<file path="src/sv/nup_pkg.sv">
// shared types, constants and helper functions of the nmea utc sentence parser
package nup_pkg;

    localparam int unsigned MAX_SENTENCE_LEN = 82;
    localparam logic [7:0]  MAX_LEN_B        = 8'(MAX_SENTENCE_LEN);
    localparam logic [7:0]  MIN_TRIM_LEN     = 8'd7;

    localparam logic [7:0] CH_DOLLAR = 8'h24;
    localparam logic [7:0] CH_STAR   = 8'h2A;
    localparam logic [7:0] CH_COMMA  = 8'h2C;
    localparam logic [7:0] CH_DOT    = 8'h2E;
    localparam logic [7:0] CH_CR     = 8'h0D;
    localparam logic [7:0] CH_LF     = 8'h0A;
    localparam logic [7:0] CH_NUL    = 8'h00;
    localparam logic [7:0] CH_FIX_A  = 8'h41;

    localparam logic [23:0] TYPE_RMC = 24'h524D43;
    localparam logic [23:0] TYPE_ZDA = 24'h5A4441;

    localparam logic [3:0] FLD_TYPE  = 4'd0;
    localparam logic [3:0] FLD_TIME  = 4'd1;
    localparam logic [3:0] FLD_STAT  = 4'd2;
    localparam logic [3:0] FLD_MONTH = 4'd3;
    localparam logic [3:0] FLD_YEAR  = 4'd4;
    localparam logic [3:0] FLD_DATE  = 4'd9;
    localparam logic [3:0] FLD_SAT   = 4'hF;

    typedef enum logic [2:0] {
        ST_OK          = 3'd0,
        ST_MALFORMED   = 3'd1,
        ST_TOO_LONG    = 3'd2,
        ST_BAD_CKSUM   = 3'd3,
        ST_UNSUPPORTED = 3'd4,
        ST_NO_FIX      = 3'd5,
        ST_RANGE       = 3'd6
    } t_status;

    typedef struct packed {
        logic [7:0]  cnt;
        logic        start_bad;
        logic        nul_bad;
        logic [7:0]  trim;
        logic        star_seen;
        logic [7:0]  star_pos;
        logic [7:0]  xsum;
        logic [7:0]  h1;
        logic [7:0]  h2;
        logic [3:0]  fn;
        logic [7:0]  f0_len;
        logic [23:0] f0_tail;
        logic [7:0]  t_len;
        logic        t_dot;
        logic        t_fmt_bad;
        logic        t_frac_bad;
        logic [1:0]  t_frac_n;
        logic [6:0]  t_hh;
        logic [6:0]  t_mm;
        logic [6:0]  t_ss;
        logic [9:0]  t_ms;
        logic [7:0]  f2_len;
        logic [7:0]  f2_ch;
        logic [5:0]  z_day;
        logic        z_day_nd;
        logic [7:0]  f3_len;
        logic [3:0]  z_mon;
        logic        z_mon_nd;
        logic [7:0]  f4_len;
        logic [16:0] z_year;
        logic        z_year_nd;
        logic [15:0] z_ydig;
        logic [7:0]  f9_len;
        logic        f9_bad;
        logic [6:0]  d_dd;
        logic [6:0]  d_mm;
        logic [6:0]  d_yy;
    } t_scan;

    function automatic logic is_digit(input logic [7:0] c);
        return (c >= 8'h30) && (c <= 8'h39);
    endfunction

    function automatic logic [7:0] sat_inc8(input logic [7:0] v);
        return (v == 8'hFF) ? v : v + 8'd1;
    endfunction

    // two-digit decimal accumulate
    function automatic logic [6:0] acc2(input logic [6:0] v, input logic [3:0] d,
                                        input logic first);
        return first ? {3'b000, d} : 7'(v * 7'd10 + {3'b000, d});
    endfunction

    // {valid, value}
    function automatic logic [4:0] hex_nib(input logic [7:0] c);
        logic [7:0] t;
        t = 8'h00;
        if (c >= 8'h30 && c <= 8'h39) begin
            return {1'b1, c[3:0]};
        end else if (c >= 8'h41 && c <= 8'h46) begin
            t = c - 8'h37;
            return {1'b1, t[3:0]};
        end else if (c >= 8'h61 && c <= 8'h66) begin
            t = c - 8'h57;
            return {1'b1, t[3:0]};
        end
        return 5'b0_0000;
    endfunction

    function automatic logic [4:0] month_len(input logic [3:0] m);
        case (m)
            4'd2:                      return 5'd28;
            4'd4, 4'd6, 4'd9, 4'd11:   return 5'd30;
            default:                   return 5'd31;
        endcase
    endfunction

endpackage

</file>
<file path="src/sv/nup_if.sv">
// byte stream and result channel interfaces
interface nup_byte_if;
    logic       valid;
    logic       ready;
    logic [7:0] char_in;
    logic       end_of_line;
    modport source(output valid, char_in, end_of_line, input ready);
    modport sink(input valid, char_in, end_of_line, output ready);
endinterface

interface nup_res_if;
    logic        valid;
    logic        ready;
    logic [2:0]  status;
    logic [4:0]  hour;
    logic [5:0]  minute;
    logic [5:0]  second;
    logic [9:0]  millisecond;
    logic [4:0]  day;
    logic [3:0]  month;
    logic [15:0] year;
    modport source(output valid, status, hour, minute, second, millisecond, day, month,
                   year, input ready);
    modport sink(input valid, status, hour, minute, second, millisecond, day, month, year,
                 output ready);
endinterface

</file>
<file path="src/sv/nup_scan.sv">
// per-byte line scanner: length, checksum and field state of the current line
module nup_scan (
    input  logic           i_clk,
    input  logic           i_rst_n,
    input  logic           i_fire,
    input  logic [7:0]     i_char,
    input  logic           i_eol,
    output nup_pkg::t_scan o_next
);

    nup_pkg::t_scan r_scan;
    nup_pkg::t_scan n_scan;

    always_comb begin
        logic [7:0]  p;
        logic [7:0]  c;
        logic [7:0]  k;
        logic        dig;
        logic [3:0]  d;
        logic [8:0]  t_day;
        logic [7:0]  t_mon;
        logic [19:0] t_year;
        n_scan = r_scan;
        p      = r_scan.cnt;
        c      = i_char;
        dig    = nup_pkg::is_digit(c);
        d      = c[3:0];
        k      = 8'd0;
        t_day  = 9'(r_scan.z_day * 9'd10 + {5'b0, d});
        t_mon  = 8'(r_scan.z_mon * 8'd10 + {4'b0, d});
        t_year = 20'(r_scan.z_year * 20'd10 + {16'b0, d});

        n_scan.cnt = nup_pkg::sat_inc8(r_scan.cnt);
        if (p == 8'd0) begin
            n_scan.start_bad = (c != nup_pkg::CH_DOLLAR);
        end
        if (p == 8'd1) begin
            n_scan.nul_bad = (c == nup_pkg::CH_NUL);
        end
        if (c != nup_pkg::CH_CR && c != nup_pkg::CH_LF) begin
            n_scan.trim = p + 8'd1;
        end

        if (p != 8'd0 && !r_scan.star_seen) begin
            if (c == nup_pkg::CH_STAR) begin
                n_scan.star_seen = 1'b1;
                n_scan.star_pos  = p;
            end else begin
                n_scan.xsum = r_scan.xsum ^ c;
                if (c == nup_pkg::CH_COMMA) begin
                    if (r_scan.fn != nup_pkg::FLD_SAT) begin
                        n_scan.fn = r_scan.fn + 4'd1;
                    end
                end else begin
                    case (r_scan.fn)
                        nup_pkg::FLD_TYPE: begin
                            n_scan.f0_len  = nup_pkg::sat_inc8(r_scan.f0_len);
                            n_scan.f0_tail = {r_scan.f0_tail[15:0], c};
                        end
                        nup_pkg::FLD_TIME: begin
                            k            = r_scan.t_len;
                            n_scan.t_len = nup_pkg::sat_inc8(k);
                            if (!r_scan.t_dot) begin
                                if (c == nup_pkg::CH_DOT) begin
                                    n_scan.t_dot = 1'b1;
                                    if (k != 8'd6) begin
                                        n_scan.t_fmt_bad = 1'b1;
                                    end
                                end else if (k >= 8'd6 || !dig) begin
                                    n_scan.t_fmt_bad = 1'b1;
                                end else begin
                                    case (k[2:0])
                                        3'd0, 3'd1: n_scan.t_hh =
                                            nup_pkg::acc2(r_scan.t_hh, d, ~k[0]);
                                        3'd2, 3'd3: n_scan.t_mm =
                                            nup_pkg::acc2(r_scan.t_mm, d, ~k[0]);
                                        3'd4, 3'd5: n_scan.t_ss =
                                            nup_pkg::acc2(r_scan.t_ss, d, ~k[0]);
                                        default: ;
                                    endcase
                                end
                            end else begin
                                if (!dig) begin
                                    n_scan.t_frac_bad = 1'b1;
                                end else if (r_scan.t_frac_n != 2'd3) begin
                                    n_scan.t_ms = 10'(r_scan.t_ms * 10'd10 + {6'b0, d});
                                end
                                if (r_scan.t_frac_n != 2'd3) begin
                                    n_scan.t_frac_n = r_scan.t_frac_n + 2'd1;
                                end
                            end
                        end
                        nup_pkg::FLD_STAT: begin
                            n_scan.f2_len = nup_pkg::sat_inc8(r_scan.f2_len);
                            if (r_scan.f2_len == 8'd0) begin
                                n_scan.f2_ch = c;
                            end
                            if (!dig) begin
                                n_scan.z_day_nd = 1'b1;
                            end else begin
                                n_scan.z_day = (t_day > 9'd32) ? 6'd32 : t_day[5:0];
                            end
                        end
                        nup_pkg::FLD_MONTH: begin
                            n_scan.f3_len = nup_pkg::sat_inc8(r_scan.f3_len);
                            if (!dig) begin
                                n_scan.z_mon_nd = 1'b1;
                            end else begin
                                n_scan.z_mon = (t_mon > 8'd13) ? 4'd13 : t_mon[3:0];
                            end
                        end
                        nup_pkg::FLD_YEAR: begin
                            n_scan.f4_len = nup_pkg::sat_inc8(r_scan.f4_len);
                            if (!dig) begin
                                n_scan.z_year_nd = 1'b1;
                            end else begin
                                n_scan.z_year = (t_year > 20'd65536) ? 17'd65536 :
                                                t_year[16:0];
                                n_scan.z_ydig = {r_scan.z_ydig[11:0], d};
                            end
                        end
                        nup_pkg::FLD_DATE: begin
                            k             = r_scan.f9_len;
                            n_scan.f9_len = nup_pkg::sat_inc8(k);
                            if (k < 8'd6) begin
                                if (!dig) begin
                                    n_scan.f9_bad = 1'b1;
                                end else begin
                                    case (k[2:0])
                                        3'd0, 3'd1: n_scan.d_dd =
                                            nup_pkg::acc2(r_scan.d_dd, d, ~k[0]);
                                        3'd2, 3'd3: n_scan.d_mm =
                                            nup_pkg::acc2(r_scan.d_mm, d, ~k[0]);
                                        3'd4, 3'd5: n_scan.d_yy =
                                            nup_pkg::acc2(r_scan.d_yy, d, ~k[0]);
                                        default: ;
                                    endcase
                                end
                            end
                        end
                        default: ;
                    endcase
                end
            end
        end else if (r_scan.star_seen) begin
            if (p == r_scan.star_pos + 8'd1) begin
                n_scan.h1 = c;
            end
            if (p == r_scan.star_pos + 8'd2) begin
                n_scan.h2 = c;
            end
        end
    end

    always_ff @(posedge i_clk) begin
        if (!i_rst_n) begin
            r_scan <= '0;
        end else if (i_fire) begin
            if (i_eol) begin
                r_scan <= '0;
            end else begin
                r_scan <= n_scan;
            end
        end
    end

    assign o_next = n_scan;

    a_line_restart: assert property (@(posedge i_clk) disable iff (!i_rst_n)
        (i_fire && i_eol) |=> (r_scan.cnt == 8'd0 && !r_scan.star_seen))
        else $error("scanner state not cleared after end of line");

    a_count_sat: assert property (@(posedge i_clk) disable iff (!i_rst_n)
        (i_fire && !i_eol && r_scan.cnt == 8'hFF) |=> (r_scan.cnt == 8'hFF))
        else $error("byte count wrapped");

endmodule

</file>
<file path="src/sv/nup_eval.sv">
// end-of-line checks, calendar validation and result register
module nup_eval (
    input  logic             i_clk,
    input  logic             i_rst_n,
    input  logic             i_load,
    input  nup_pkg::t_scan   i_scan,
    output logic             o_free,
    nup_res_if.source        o_res
);

    logic             r_valid;
    nup_pkg::t_status r_status;
    logic [4:0]       r_hour;
    logic [5:0]       r_minute;
    logic [5:0]       r_second;
    logic [9:0]       r_ms;
    logic [4:0]       r_day;
    logic [3:0]       r_month;
    logic [15:0]      r_year;

    nup_pkg::t_status n_status;
    logic [9:0]       n_ms;
    logic [6:0]       n_day;
    logic [6:0]       n_month;
    logic [15:0]      n_year;

    always_comb begin
        logic [4:0] hx1;
        logic [4:0] hx2;
        logic       rmc;
        logic       zda;
        logic       t_fmt;
        logic       t_frac;
        logic       leap;
        logic       c100;
        logic [4:0] q;
        logic [4:0] dim;
        logic       zda_bad;
        hx1    = nup_pkg::hex_nib(i_scan.h1);
        hx2    = nup_pkg::hex_nib(i_scan.h2);
        rmc    = (i_scan.f0_tail == nup_pkg::TYPE_RMC);
        zda    = (i_scan.f0_tail == nup_pkg::TYPE_ZDA);
        t_fmt  = i_scan.t_fmt_bad || (!i_scan.t_dot && i_scan.t_len != 8'd6);
        t_frac = i_scan.t_frac_bad || (i_scan.t_dot && i_scan.t_frac_n == 2'd0);

        case (i_scan.t_frac_n)
            2'd1:    n_ms = 10'(i_scan.t_ms * 10'd100);
            2'd2:    n_ms = 10'(i_scan.t_ms * 10'd10);
            default: n_ms = i_scan.t_ms;
        endcase

        c100 = (i_scan.z_ydig[7:0] == 8'h00);
        q    = 5'({1'b0, i_scan.z_ydig[15:12]} * 5'd2 + {1'b0, i_scan.z_ydig[11:8]});
        if (rmc) begin
            n_day   = i_scan.d_dd;
            n_month = i_scan.d_mm;
            n_year  = (i_scan.d_yy >= 7'd80) ? 16'd1900 + {9'b0, i_scan.d_yy} :
                                               16'd2000 + {9'b0, i_scan.d_yy};
            leap    = (i_scan.d_yy[1:0] == 2'b00);
        end else begin
            n_day   = {1'b0, i_scan.z_day};
            n_month = {3'b000, i_scan.z_mon};
            n_year  = i_scan.z_year[15:0];
            leap    = (i_scan.z_year[1:0] == 2'b00 && !c100) || (c100 && q[1:0] == 2'b00);
        end
        dim = (n_month == 7'd2 && leap) ? 5'd29 : nup_pkg::month_len(n_month[3:0]);

        zda_bad = i_scan.fn < nup_pkg::FLD_YEAR
               || i_scan.f2_len == 8'd0 || i_scan.z_day_nd || i_scan.z_day > 6'd31
               || i_scan.f3_len == 8'd0 || i_scan.z_mon_nd || i_scan.z_mon > 4'd12
               || i_scan.f4_len == 8'd0 || i_scan.z_year_nd || i_scan.z_year > 17'd65535;

        if (i_scan.cnt > nup_pkg::MAX_LEN_B) begin
            n_status = nup_pkg::ST_TOO_LONG;
        end else if (i_scan.start_bad) begin
            n_status = nup_pkg::ST_MALFORMED;
        end else if (i_scan.trim < nup_pkg::MIN_TRIM_LEN || i_scan.nul_bad) begin
            n_status = nup_pkg::ST_MALFORMED;
        end else if (!i_scan.star_seen
                     || ({1'b0, i_scan.star_pos} + 9'd3) != {1'b0, i_scan.trim}
                     || !hx1[4] || !hx2[4] || i_scan.xsum != {hx1[3:0], hx2[3:0]}) begin
            n_status = nup_pkg::ST_BAD_CKSUM;
        end else if (i_scan.f0_len != 8'd5 || !(rmc || zda)) begin
            n_status = nup_pkg::ST_UNSUPPORTED;
        end else if (i_scan.fn < nup_pkg::FLD_TIME || t_fmt) begin
            n_status = nup_pkg::ST_MALFORMED;
        end else if (i_scan.t_hh > 7'd23 || i_scan.t_mm > 7'd59 || i_scan.t_ss > 7'd59) begin
            n_status = nup_pkg::ST_RANGE;
        end else if (t_frac) begin
            n_status = nup_pkg::ST_MALFORMED;
        end else if (rmc && (i_scan.fn < nup_pkg::FLD_STAT || i_scan.f2_len != 8'd1)) begin
            n_status = nup_pkg::ST_MALFORMED;
        end else if (rmc && i_scan.f2_ch != nup_pkg::CH_FIX_A) begin
            n_status = nup_pkg::ST_NO_FIX;
        end else if (rmc && (i_scan.fn < nup_pkg::FLD_DATE || i_scan.f9_len != 8'd6
                             || i_scan.f9_bad)) begin
            n_status = nup_pkg::ST_MALFORMED;
        end else if (!rmc && zda_bad) begin
            n_status = nup_pkg::ST_RANGE;
        end else if (n_year == 16'd0 || n_month == 7'd0 || n_month > 7'd12
                     || n_day == 7'd0 || n_day > {2'b00, dim}) begin
            n_status = nup_pkg::ST_RANGE;
        end else begin
            n_status = nup_pkg::ST_OK;
        end
    end

    assign o_free = !r_valid || o_res.ready;

    always_ff @(posedge i_clk) begin
        if (!i_rst_n) begin
            r_valid <= 1'b0;
        end else if (i_load) begin
            r_valid <= 1'b1;
        end else if (o_res.ready) begin
            r_valid <= 1'b0;
        end
    end

    always_ff @(posedge i_clk) begin
        if (i_load) begin
            r_status <= n_status;
            if (n_status == nup_pkg::ST_OK) begin
                r_hour   <= i_scan.t_hh[4:0];
                r_minute <= i_scan.t_mm[5:0];
                r_second <= i_scan.t_ss[5:0];
                r_ms     <= n_ms;
                r_day    <= n_day[4:0];
                r_month  <= n_month[3:0];
                r_year   <= n_year;
            end else begin
                r_hour   <= '0;
                r_minute <= '0;
                r_second <= '0;
                r_ms     <= '0;
                r_day    <= '0;
                r_month  <= '0;
                r_year   <= '0;
            end
        end
    end

    assign o_res.valid       = r_valid;
    assign o_res.status      = r_status;
    assign o_res.hour        = r_hour;
    assign o_res.minute      = r_minute;
    assign o_res.second      = r_second;
    assign o_res.millisecond = r_ms;
    assign o_res.day         = r_day;
    assign o_res.month       = r_month;
    assign o_res.year        = r_year;

    a_no_overwrite: assert property (@(posedge i_clk) disable iff (!i_rst_n)
        i_load |-> o_free)
        else $error("result loaded over a pending result");

    a_error_zero: assert property (@(posedge i_clk) disable iff (!i_rst_n)
        (r_valid && r_status != nup_pkg::ST_OK) |->
        (r_hour == 5'd0 && r_day == 5'd0 && r_month == 4'd0 && r_year == 16'd0
         && r_ms == 10'd0))
        else $error("error result carries nonzero fields");

endmodule

</file>
<file path="src/sv/nmea_utc_sentence_parser.sv">
// top level of the nmea rmc/zda utc sentence parser
//
//  channel  | dir | payload                                      | transfer
//  ---------+-----+----------------------------------------------+-------------------
//  i_byte   | in  | char_in, end_of_line                         | valid && ready
//  o_res    | out | status, hour..millisecond, day, month, year  | valid && ready
//
// one byte per cycle while no result stalls: input register, per-byte scanner, then
// the result register, which holds a valid result once the end-of-line byte is loaded
// synchronous active-low reset clears the line state and both valid flags
// a stalled result only holds back an end-of-line byte; other bytes keep flowing
module nmea_utc_sentence_parser (
    input  logic      i_clk,
    input  logic      i_rst_n,
    nup_byte_if.sink  i_byte,
    nup_res_if.source o_res
);

    logic           r_in_valid;
    logic [7:0]     r_in_char;
    logic           r_in_eol;
    logic           w_fire;
    logic           w_out_free;
    nup_pkg::t_scan w_scan;

    assign w_fire       = r_in_valid && (!r_in_eol || w_out_free);
    assign i_byte.ready = !r_in_valid || w_fire;

    always_ff @(posedge i_clk) begin
        if (!i_rst_n) begin
            r_in_valid <= 1'b0;
        end else if (i_byte.valid && i_byte.ready) begin
            r_in_valid <= 1'b1;
        end else if (w_fire) begin
            r_in_valid <= 1'b0;
        end
    end

    always_ff @(posedge i_clk) begin
        if (i_byte.valid && i_byte.ready) begin
            r_in_char <= i_byte.char_in;
            r_in_eol  <= i_byte.end_of_line;
        end
    end

    nup_scan u_scan (
        .i_clk   (i_clk),
        .i_rst_n (i_rst_n),
        .i_fire  (w_fire),
        .i_char  (r_in_char),
        .i_eol   (r_in_eol),
        .o_next  (w_scan)
    );

    nup_eval u_eval (
        .i_clk   (i_clk),
        .i_rst_n (i_rst_n),
        .i_load  (w_fire && r_in_eol),
        .i_scan  (w_scan),
        .o_free  (w_out_free),
        .o_res   (o_res)
    );

    a_in_hold: assert property (@(posedge i_clk) disable iff (!i_rst_n)
        (r_in_valid && !w_fire) |=> (r_in_valid && $stable(r_in_char) && $stable(r_in_eol)))
        else $error("input register lost a byte while stalled");

endmodule
</file>
<file path="src/flat_wrapper.sv">
// flat-port wrapper written by rule: the top's interface ports become plain ports
module nmea_utc_sentence_parser_flat 
  (i_clk, i_rst_n, i_byte_valid, i_byte_char_in, i_byte_end_of_line, i_byte_ready, o_res_valid, o_res_status, o_res_hour, o_res_minute, o_res_second, o_res_millisecond, o_res_day, o_res_month, o_res_year, o_res_ready);
  nup_byte_if i_byte_i ();
  nup_res_if o_res_i ();
  input  logic i_clk;
  input  logic i_rst_n;
  input wire logic [$bits(i_byte_i.valid)-1:0] i_byte_valid;
  input wire logic [$bits(i_byte_i.char_in)-1:0] i_byte_char_in;
  input wire logic [$bits(i_byte_i.end_of_line)-1:0] i_byte_end_of_line;
  output wire logic [$bits(i_byte_i.ready)-1:0] i_byte_ready;
  output wire logic [$bits(o_res_i.valid)-1:0] o_res_valid;
  output wire logic [$bits(o_res_i.status)-1:0] o_res_status;
  output wire logic [$bits(o_res_i.hour)-1:0] o_res_hour;
  output wire logic [$bits(o_res_i.minute)-1:0] o_res_minute;
  output wire logic [$bits(o_res_i.second)-1:0] o_res_second;
  output wire logic [$bits(o_res_i.millisecond)-1:0] o_res_millisecond;
  output wire logic [$bits(o_res_i.day)-1:0] o_res_day;
  output wire logic [$bits(o_res_i.month)-1:0] o_res_month;
  output wire logic [$bits(o_res_i.year)-1:0] o_res_year;
  input wire logic [$bits(o_res_i.ready)-1:0] o_res_ready;
  assign i_byte_i.valid = i_byte_valid;
  assign i_byte_i.char_in = i_byte_char_in;
  assign i_byte_i.end_of_line = i_byte_end_of_line;
  assign i_byte_ready = i_byte_i.ready;
  assign o_res_valid = o_res_i.valid;
  assign o_res_status = o_res_i.status;
  assign o_res_hour = o_res_i.hour;
  assign o_res_minute = o_res_i.minute;
  assign o_res_second = o_res_i.second;
  assign o_res_millisecond = o_res_i.millisecond;
  assign o_res_day = o_res_i.day;
  assign o_res_month = o_res_i.month;
  assign o_res_year = o_res_i.year;
  assign o_res_i.ready = o_res_ready;
  nmea_utc_sentence_parser u_core (.i_clk(i_clk), .i_rst_n(i_rst_n), .i_byte(i_byte_i), .o_res(o_res_i));
endmodule
</file>
<file path="config.mk">
export PLATFORM = sky130hd
export DESIGN_NAME = nmea_utc_sentence_parser_flat
export DESIGN_NICKNAME = d
export VERILOG_FILES = /design/src/sv/nup_pkg.sv /design/src/sv/nup_if.sv /design/src/sv/nup_scan.sv /design/src/sv/nup_eval.sv /design/src/sv/nmea_utc_sentence_parser.sv /design/src/flat_wrapper.sv
export SDC_FILE = /design/constraint.sdc
export NUM_CORES = 1
export LEC_CHECK = 0
export BUFFER_PORTS_ARGS = -buffer_cell sky130_fd_sc_hd__buf_2
export CORE_MARGIN = 4
export CORE_UTILIZATION = 45
export DETAILED_ROUTE_END_ITERATION = 6
export GPL_TIMING_DRIVEN = 0
export PLACE_DENSITY = 0.6
export SLEW_MARGIN = 0
export SYNTH_ARGS = -nofsm -noshare
export SYNTH_HDL_FRONTEND = slang
export SYNTH_SLANG_ARGS = --single-unit
export TNS_END_PERCENT = 100
</file>
<file path="constraint.sdc">
create_clock -name i_clk -period 15.55 [get_ports i_clk]
set_clock_uncertainty 0.05 [all_clocks]
set_input_delay 1.555 -clock i_clk [delete_from_list [all_inputs] [get_ports i_clk]]
set_output_delay 1.555 -clock i_clk [all_outputs]
set_load 0.005 [all_outputs]
</file>
==> results of run 1 <==
## Yosys cell counts, drive strengths merged (10+ instances only)
master,count,area [um^2]
dfxtp,236,4720
or3,22,138
or2,16,100
and3,29,181
nor3,88,480
o211ai,19,143
a21oi,154,771
nand4,40,250
a211oi,22,170
o211a,10,100
ha,164,2050
nor3b,18,140
and2,69,432
o31ai,14,110
a31oi,30,194
mux2i,63,643
xnor2,92,813
a22oi,120,901
clkbuf,116,435
edfxtp,64,1920
a32oi,17,149
nand2b,22,138
a211o,16,140
fa,23,460
mux2,16,180
nand3,81,410
a21o,30,225
nor4b,20,200
nor2b,159,995
nand3b,12,90.1
nor2,145,554
xor2,61,557
nand2,219,822
a21boi,29,218
o21ai,163,831
inv,98,368
nor4,79,756
buf,51,307
## power groups by stage
stage / registers (W) / clock network [W] / logic, W
after floorplan: 0.000817 / 0 / 0.0000598
after global placement: 0.000821 / 0 / 0.000112
after detailed placement: 0.000820 / 0 / 0.000113
after CTS: 0.000803 / 0.000911 / 0.000114
after global routing: 0.000803 / 0.000943 / 0.000121
final: 0.000803 / 0.000902 / 0.000117
## final cells by class
type / count / area share, %
timing repair buffer: 70 / 1.42
tap: 680 / 3.29
inverter: 98 / 1.42
multi-input combinational: 2203 / 60.6
buffer: 167 / 2.87
clock inverter: 22 / 0.885
clock buffer: 44 / 3.84
sequential: 300 / 25.7
## worst paths after layout
check | slack, ps | end | cells past startpoint
worst min register to register | 420 | u_core.u_scan.r_scan[131]$_SDFFE_PN0P_ | 2
worst max-delay path | 7340 | u_core.u_eval.o_res.status[2]$_DFFE_PP_ | 24
worst min-delay path | 420 | u_core.u_scan.r_scan[131]$_SDFFE_PN0P_ | 2
worst max register to register | 7340 | u_core.u_eval.o_res.status[2]$_DFFE_PP_ | 24
## sequential cells by signal, summed over array words and instances (netlist names)
| name | count |
|---|---|
| u_core.u_eval.o_res.day | 5 |
| u_core.r_in_valid | 1 |
| u_core.u_scan.r_scan | 234 |
| u_core.u_eval.o_res.second | 6 |
| u_core.u_eval.o_res.month | 4 |
| u_core.u_eval.o_res.valid | 1 |
| u_core.u_eval.o_res.year | 16 |
| u_core.r_in_eol | 1 |
| u_core.u_eval.o_res.hour | 5 |
| u_core.u_eval.o_res.status | 3 |
| u_core.u_eval.o_res.minute | 6 |
| u_core.r_in_char | 8 |
| u_core.u_eval.o_res.millisecond | 10 |
## cell usage in the layout, fill, tap and decap left out, drive strengths merged, types with 30 or more instances in the layout
| cell | synthesis | layout |
|---|---|---|
| nor2b | 159 | 159 |
| nor3 | 88 | 88 |
| buf | 51 | 121 |
| inv | 98 | 100 |
| and2 | 69 | 69 |
| nand4 | 40 | 40 |
| xnor2 | 92 | 92 |
| dfxtp | 236 | 236 |
| clkbuf | 116 | 160 |
| a21o | 30 | 30 |
| xor2 | 61 | 61 |
| a21oi | 154 | 154 |
| nor4 | 79 | 79 |
| o21ai | 163 | 163 |
| a22oi | 120 | 120 |
| nand3 | 81 | 81 |
| mux2i | 63 | 63 |
| edfxtp | 64 | 64 |
| ha | 164 | 164 |
| nand2 | 219 | 219 |
| a31oi | 30 | 30 |
| nor2 | 145 | 145 |
## stage by stage
step	hold slack (ps)	power [W]	area, um^2
6_report	419	0.00182	25900
5_1_grt	455	0.00187	25900
4_1_cts	417	0.00183	25900
3_5_place_dp	409	0.000933	24700
3_3_place_gp	397	0.000932	24600
2_1_floorplan	387	0.000877	23400
## routing by layer
| metal | vias to the layer above | share of wire, % | GRT usage [%] |
|---|---|---|---|
| li1 | 10432 | - | - |
| met1 | 10881 | 43 | 40.0 |
| met2 | 996 | 44 | 46.7 |
| met3 | 226 | 7.9 | 5.57 |
| met4 | 0 | 5.0 | 12.8 |
| met5 | - | 0 | 0 |
## worst min-delay path: cells and delay by family (launching register included)
family          cells  cell delay (ps)
compound gates      1               60
flops               1              310
simple gates        1               50
## logic make-up after synthesis
group / count (synthesis) / synth area share (%)
simple gates: 1061 / 25.9
mux: 79 / 3.51
flops: 300 / 28.4
fa+ha+maj: 187 / 10.7
xor+xnor: 153 / 5.85
compound gates: 723 / 20.9
buf+inv: 265 / 4.74
==> impl_results.md, run 1 <==
- Multi-input gate area: 15700 um^2
- Hold Crit Class: reg -> reg
- Port bufs: 68
- Post-CTS Setup Repair Bufs: 0
- Pwr/cell area: 70.4 nW/um^2
- Area Overhead vs Synth: 10.5%
- Initial Util: 45.6%
- Layout cells sized above 1: 9.92%
- Post-route insts no fill: 3584
- Max Transition Viols Final: 0
- First-pass GRT wire length: 131 mm
- Ant diodes: 0
- Final wirelength: 86.3 mm
- Post-synth EDFFs: 64
- Max incr delay on CP: 1280 ps
- Drt via density: 6.29
- Leakage power total: 9.51 nW
- Core area: 51400 um^2
- PnR worst setup slack: 7340 ps
- Minimum clock period: 8210 ps
- Yosys Warn Count: 0
- Post-Place Cells: 3518
- Setup_tns: 0 ps
- Post-Syn Area: 23400 um^2
- Largest net degree at the start of global routing: 41
- Part of the power in registers: 44.1%
- Number of global-route vias before repair: 21522
- Filler cells: 4938
- Clk pwr share: 49.5%
- Num CTS Buffers: 37
- Clk sinks: 300
- Synthesized Nets: 2968
- Root Buffer Master: clkbuf_16
- Wire length per cell: 24.1 um
- IO Pins: 70
- Reg-to-reg startpoint: u_core.r_in_char[2]$_DFFE_PP_
- Worst path cell trace: buf_2 -> inv_1 -> fa_1 -> nor2b_1 -> o2111ai_1 -> nor4_2 -> nand4_1 -> nor3_2 -> nor4_1 -> a31o_1 -> a41oi_1 -> nor2_1 -> a22o_1 -> o311a_1 -> a21oi_1 -> ha_1 -> nand2_1 -> o21ai_0 -> nor4_1 -> nor4_1 -> nand4_1 -> a2bb2oi_2 -> buf_4 -> nor4b_1
- Row count: 83
- Status: complete, no violations
- Number of remaining DRC errors: 0
- Comb pwr share: 6.4%
- Sw Ratio: 26.0%
- Total track usage: 29.7%
- Worst slew pin tran: 1450 ps
- Reg area: 6650 um^2
- CTS resizes: 0
- Core Util, Final: 50.3%
- Kind of critical path: reg -> reg
- Die Width: 236 um
- WP data arrival: 8510 ps
- Synth Register Bits: 300
- Die height: 236 um
- Critical Path Source: u_core.r_in_char[2]$_DFFE_PP_
- Crit path top cell by count: nor4_1
- Psw: 0.000473 W
- Max Cap Viol: 0
- Final Setup Violations: 0
- ANT nets after route: 0
- Total grt overflow: 0
- Clock buffer depth: 3
- Register area share after synthesis: 28.4%
- Worst slack, placed: 7430 ps
- Initial antenna violation count: 1
- Synth cell types: 105
- Element type at the critical path end: register
- Top Family by Delay on Critical Path: simple AND/OR/NAND/NOR gates
- Ys async rst share: 0%
- GPL Wtd Cong: 0.976
- Slowest cell on crit path: edfxtp_1
- Power Internal: 0.00135 W
- CTS Hold Buffers Added: 0
- Mapped Cells: 2768
- RSZ-0062 raised after global routing: false
- Hold Path Origin: u_core.u_scan.r_scan[131]$_SDFFE_PN0P_
- HPWL Detailed: 63.8 mm
- CTS tree: built
- Full die area: 55800 um^2
- Worst-Skew Late Latency: 570 ps
- Syn_area_per_cell: 8.46 um^2
- Endpoints failing hold: 0
- Fin crit share: 52.8%
- Buf/Inv on CP: 3
- Via count: 22535
- Nets: 3077
- CP Max Fanout: 18
- Clock slew at reported path FFs: 60 ps
- Max Fclk: 122 MHz
- H-tree Lvls: 2
- Top FF cell, synth: dfxtp_1
- Relative slew margins: 3.23%
- VDD IR-drop max: 0.0679 mV
- DR pass1 iterations: 5
- Worst EP required: 15850 ps
- Nature of the critical path startpoint: register
- Initial drt markers: 2147
No activity file was read; power rests on OpenSTA's default activity.
==> inputs of run 2 (changes only) <==
--- a/config.mk
+++ b/config.mk
@@ -5,6 +5,7 @@
 export SDC_FILE = /design/constraint.sdc
 export NUM_CORES = 1
 export LEC_CHECK = 0
+export ABC_AREA = 1
 export BUFFER_PORTS_ARGS = -buffer_cell sky130_fd_sc_hd__buf_2
 export CORE_MARGIN = 4
 export CORE_UTILIZATION = 45
==> constraint.sdc (replaced) <==
create_clock -name i_clk -period 8.5 [get_ports i_clk]
set_clock_uncertainty 0.05 [all_clocks]
set_input_delay 0.85 -clock i_clk [delete_from_list [all_inputs] [get_ports i_clk]]
set_output_delay 0.85 -clock i_clk [all_outputs]
set_load 0.005 [all_outputs]
==> run 2 against run 1 <==
Net effect:
- non-clock buffer count fell by 50
- global-route usage decreased by 3.5 points
- sequential share of layout area grew 0.73 points
- via count rose by 0.15%
- total power rose by 79%
- hold slack worse by 7.4 ps
- fmax up 5.7%
- setup slack got worse by 6600 ps
==> impl_results.md, run 2 <==
- CTS Hold Buffers Added: 0
- Initial Util: 45.4%
- Full die area: 54100 um^2
- Busiest grt layer: met2
- HPWL Detailed: 54.6 mm
- Number of remaining DRC errors: 0
- Clk sinks: 300
- Syn_area_per_cell: 6.69 um^2
- Post-synth EDFFs: 64
- CP Max Fanout: 11
- Largest family of logic cells by synthesized area: simple AND/OR/NAND/NOR gates
- Endpoints failing hold: 0
- Met3 usage: 3.66%
- Synthesized Nets: 3594
- Max Transition Viols Final: 0
- Pwr/cell area: 130 nW/um^2
- Most frequent cells in the layout: nand2_1 (1032), inv_1 (388), a21oi_1 (266), nor2_1 (262), dfxtp_1 (236)
- Worst-Skew Late Latency: 560 ps
- Clock buffer depth: 3
- Total grt overflow: 0
- Max Fclk: 129 MHz
- Ys async rst share: 0%
- Leakage power total: 10.7 nW
- Ant diodes: 0
- Root Buffer Master: clkbuf_16
- H-tree Lvls: 2
- Post-Syn Area: 22700 um^2
- Most frequent cells after synthesis: nand2_1 (1032), inv_1 (389), a21oi_1 (266)
- GRT met1 Usage: 37.6%
- Kind of critical path: reg -> reg
- Layout cells sized above 1: 8.60%
- Setup_tns: 0 ps
- Nature of the critical path startpoint: register
- Simple-gate share of the synthesized area: 32.0%
- Clock slew at reported path FFs: 60 ps
- WP data arrival: 8120 ps
- Area Overhead vs Synth: 10.8%
- Num CTS Buffers: 38
- Synth area leaders: dfxtp_1 (21%), nand2_1 (17%), ha_1 (9.0%)
- Synth cell types: 59
- Die Width: 233 um
- Final Setup Violations: 0
- Multi-input gate area: 14000 um^2
- RSZ-0062 raised after global routing: false
- Total track usage: 26.2%
- First-pass GRT wire length: 114 mm
- Worst EP required: 8860 ps
- IO Pins: 70
- Hold Crit Class: reg -> reg
- Adder-Cell Fraction of Synth Area: 11.1%
- Mux contribution to synthesized area: 0.446%
- Row count: 82
- GPL Wtd Cong: 0.927
- Post-Place Cells: 4136
- Status: complete, no violations
- Top cell type's share of synthesized area: 20.8%
- Port bufs: 69
- Relative slew margins: 17.7%
- Via count: 22568
- Reg area: 6650 um^2
- Slowest cell on crit path: edfxtp_1
- Element type at the critical path end: register
- Post-route insts no fill: 4207
- Max FFs per register: 234
- Minimum clock period: 7770 ps
- CTS tree: built
- Register area share after synthesis: 29.3%
- Post-synthesis compound-gate area fraction: 12.6%
- Wire length per cell: 17.1 um
- Mapped Cells: 3394
- Initial drt markers: 1967
- Initial antenna violation count: 0
- Biggest register: u_core.u_scan.r_scan
- Filler cells: 5168
- Most common cell in the synthesized netlist: nand2_1
- Number of global-route vias before repair: 20848
- Final wirelength: 71.9 mm
- Nets: 3705
- GRT met2 Usage: 41.5%
- Synth Register Bits: 300
- Yosys Warn Count: 0
- Fin crit share: 91.4%
- Cell taking the most area after synthesis: dfxtp_1
- ANT nets after route: 0
- Worst slew pin tran: 1230 ps
- CTS resizes: 0
- XOR/XNOR Fraction of Synth Area: 5.51%
- Largest net degree at the start of global routing: 45
- Commonest non-fill, non-tap cell in the layout: nand2_1
- Top FF cell, synth: dfxtp_1
- Post-CTS Setup Repair Bufs: 0
- DR pass1 iterations: 7
- Max Cap Viol: 0
- VDD IR-drop max: 0.153 mV
- Drt via density: 5.36
- Core area: 50100 um^2
- Max incr delay on CP: 1080 ps
- Die height: 233 um
## run 2: cell count changes in the layout (fill, tap and decap cells not counted), sizes merged, moves of 32 or more
cell,change
clkbuf,-35
nor2,+180
and2,-66
nor4,-67
nand2,+819
nand3,+84
xnor2,-32
a21oi,+113
a22oi,-117
inv,+305
nor3,-41
mux2i,-54
nor2b,-159
## run 2: layer usage
metal | up-vias | routed length, um
met5 | - | 0
met4 | 0 | 1860
met3 | 123 | 4640
met2 | 695 | 31300
met1 | 10537 | 34000
li1 | 11213 | -
## run 2: power breakdown
part           leakage, nW  internal (W)  total (W)  switching (W)
registers             2.59       0.00146    0.00147      0.0000127
clock network        0.590      0.000928    0.00162       0.000688
logic                 7.50     0.0000348   0.000175       0.000141
total                 10.7       0.00242    0.00326       0.000841
## run 2: per-stage QoR
stage | hold WS, ps | utilization, % | total power (W) | instance area, um^2 | worst slack [ps]
2_1_floorplan | 392 | - | 0.00159 | 22700 | 2910
3_3_place_gp | 399 | 47.7 | 0.00167 | 23900 | 285
3_5_place_dp | 404 | 47.8 | 0.00167 | 23900 | 264
4_1_cts | 388 | 50.2 | 0.00329 | 25200 | 230
5_1_grt | 394 | 50.3 | 0.00337 | 25200 | 413
6_report | 412 | 50.3 | 0.00326 | 25200 | 732
## run 2: path summary, 6_finish.rpt
path	end	slack [ps]	start	cells past startpoint
worst max register to register	u_core.u_eval.o_res.millisecond[1]$_SDFFCE_PP0P_	730	u_core.r_in_char[1]$_DFFE_PP_	32
worst max-delay path	u_core.u_eval.o_res.millisecond[1]$_SDFFCE_PP0P_	730	u_core.r_in_char[1]$_DFFE_PP_	32
worst min-delay path	u_core.u_scan.r_scan[169]$_SDFFE_PN0P_	410	u_core.u_scan.r_scan[169]$_SDFFE_PN0P_	2
worst min register to register	u_core.u_scan.r_scan[169]$_SDFFE_PN0P_	410	u_core.u_scan.r_scan[169]$_SDFFE_PN0P_	2
## run 2: logic make-up (layout without fill, tap and decap cells)
kind of cell,Yosys count,count (layout)
AND/OR/NAND/NOR,1703,1703
buffers and inverters,528,669
AO/OA/AOI/OAI,523,523
flip-flops,300,300
adder cells (fa/ha/maj),187,187
XOR/XNOR,143,143
multiplexers,10,10
## run 2: critical path, delay by kind of cell, from the launching register on
family	cells	cell delay, ps
simple gates	20	3310
buf+inv	7	1800
compound gates	4	1140
flops	1	1080
fa+ha+maj	1	200
## run 2: area by class of cell
cell class	instances	share of cell area [%]
clock buffer	46	4.06
multi-input combinational	2566	55.6
inverter	412	6.15
tap	672	3.34
buffer	116	2.13
sequential	300	26.4
clock inverter	24	0.840
timing repair buffer	71	1.48
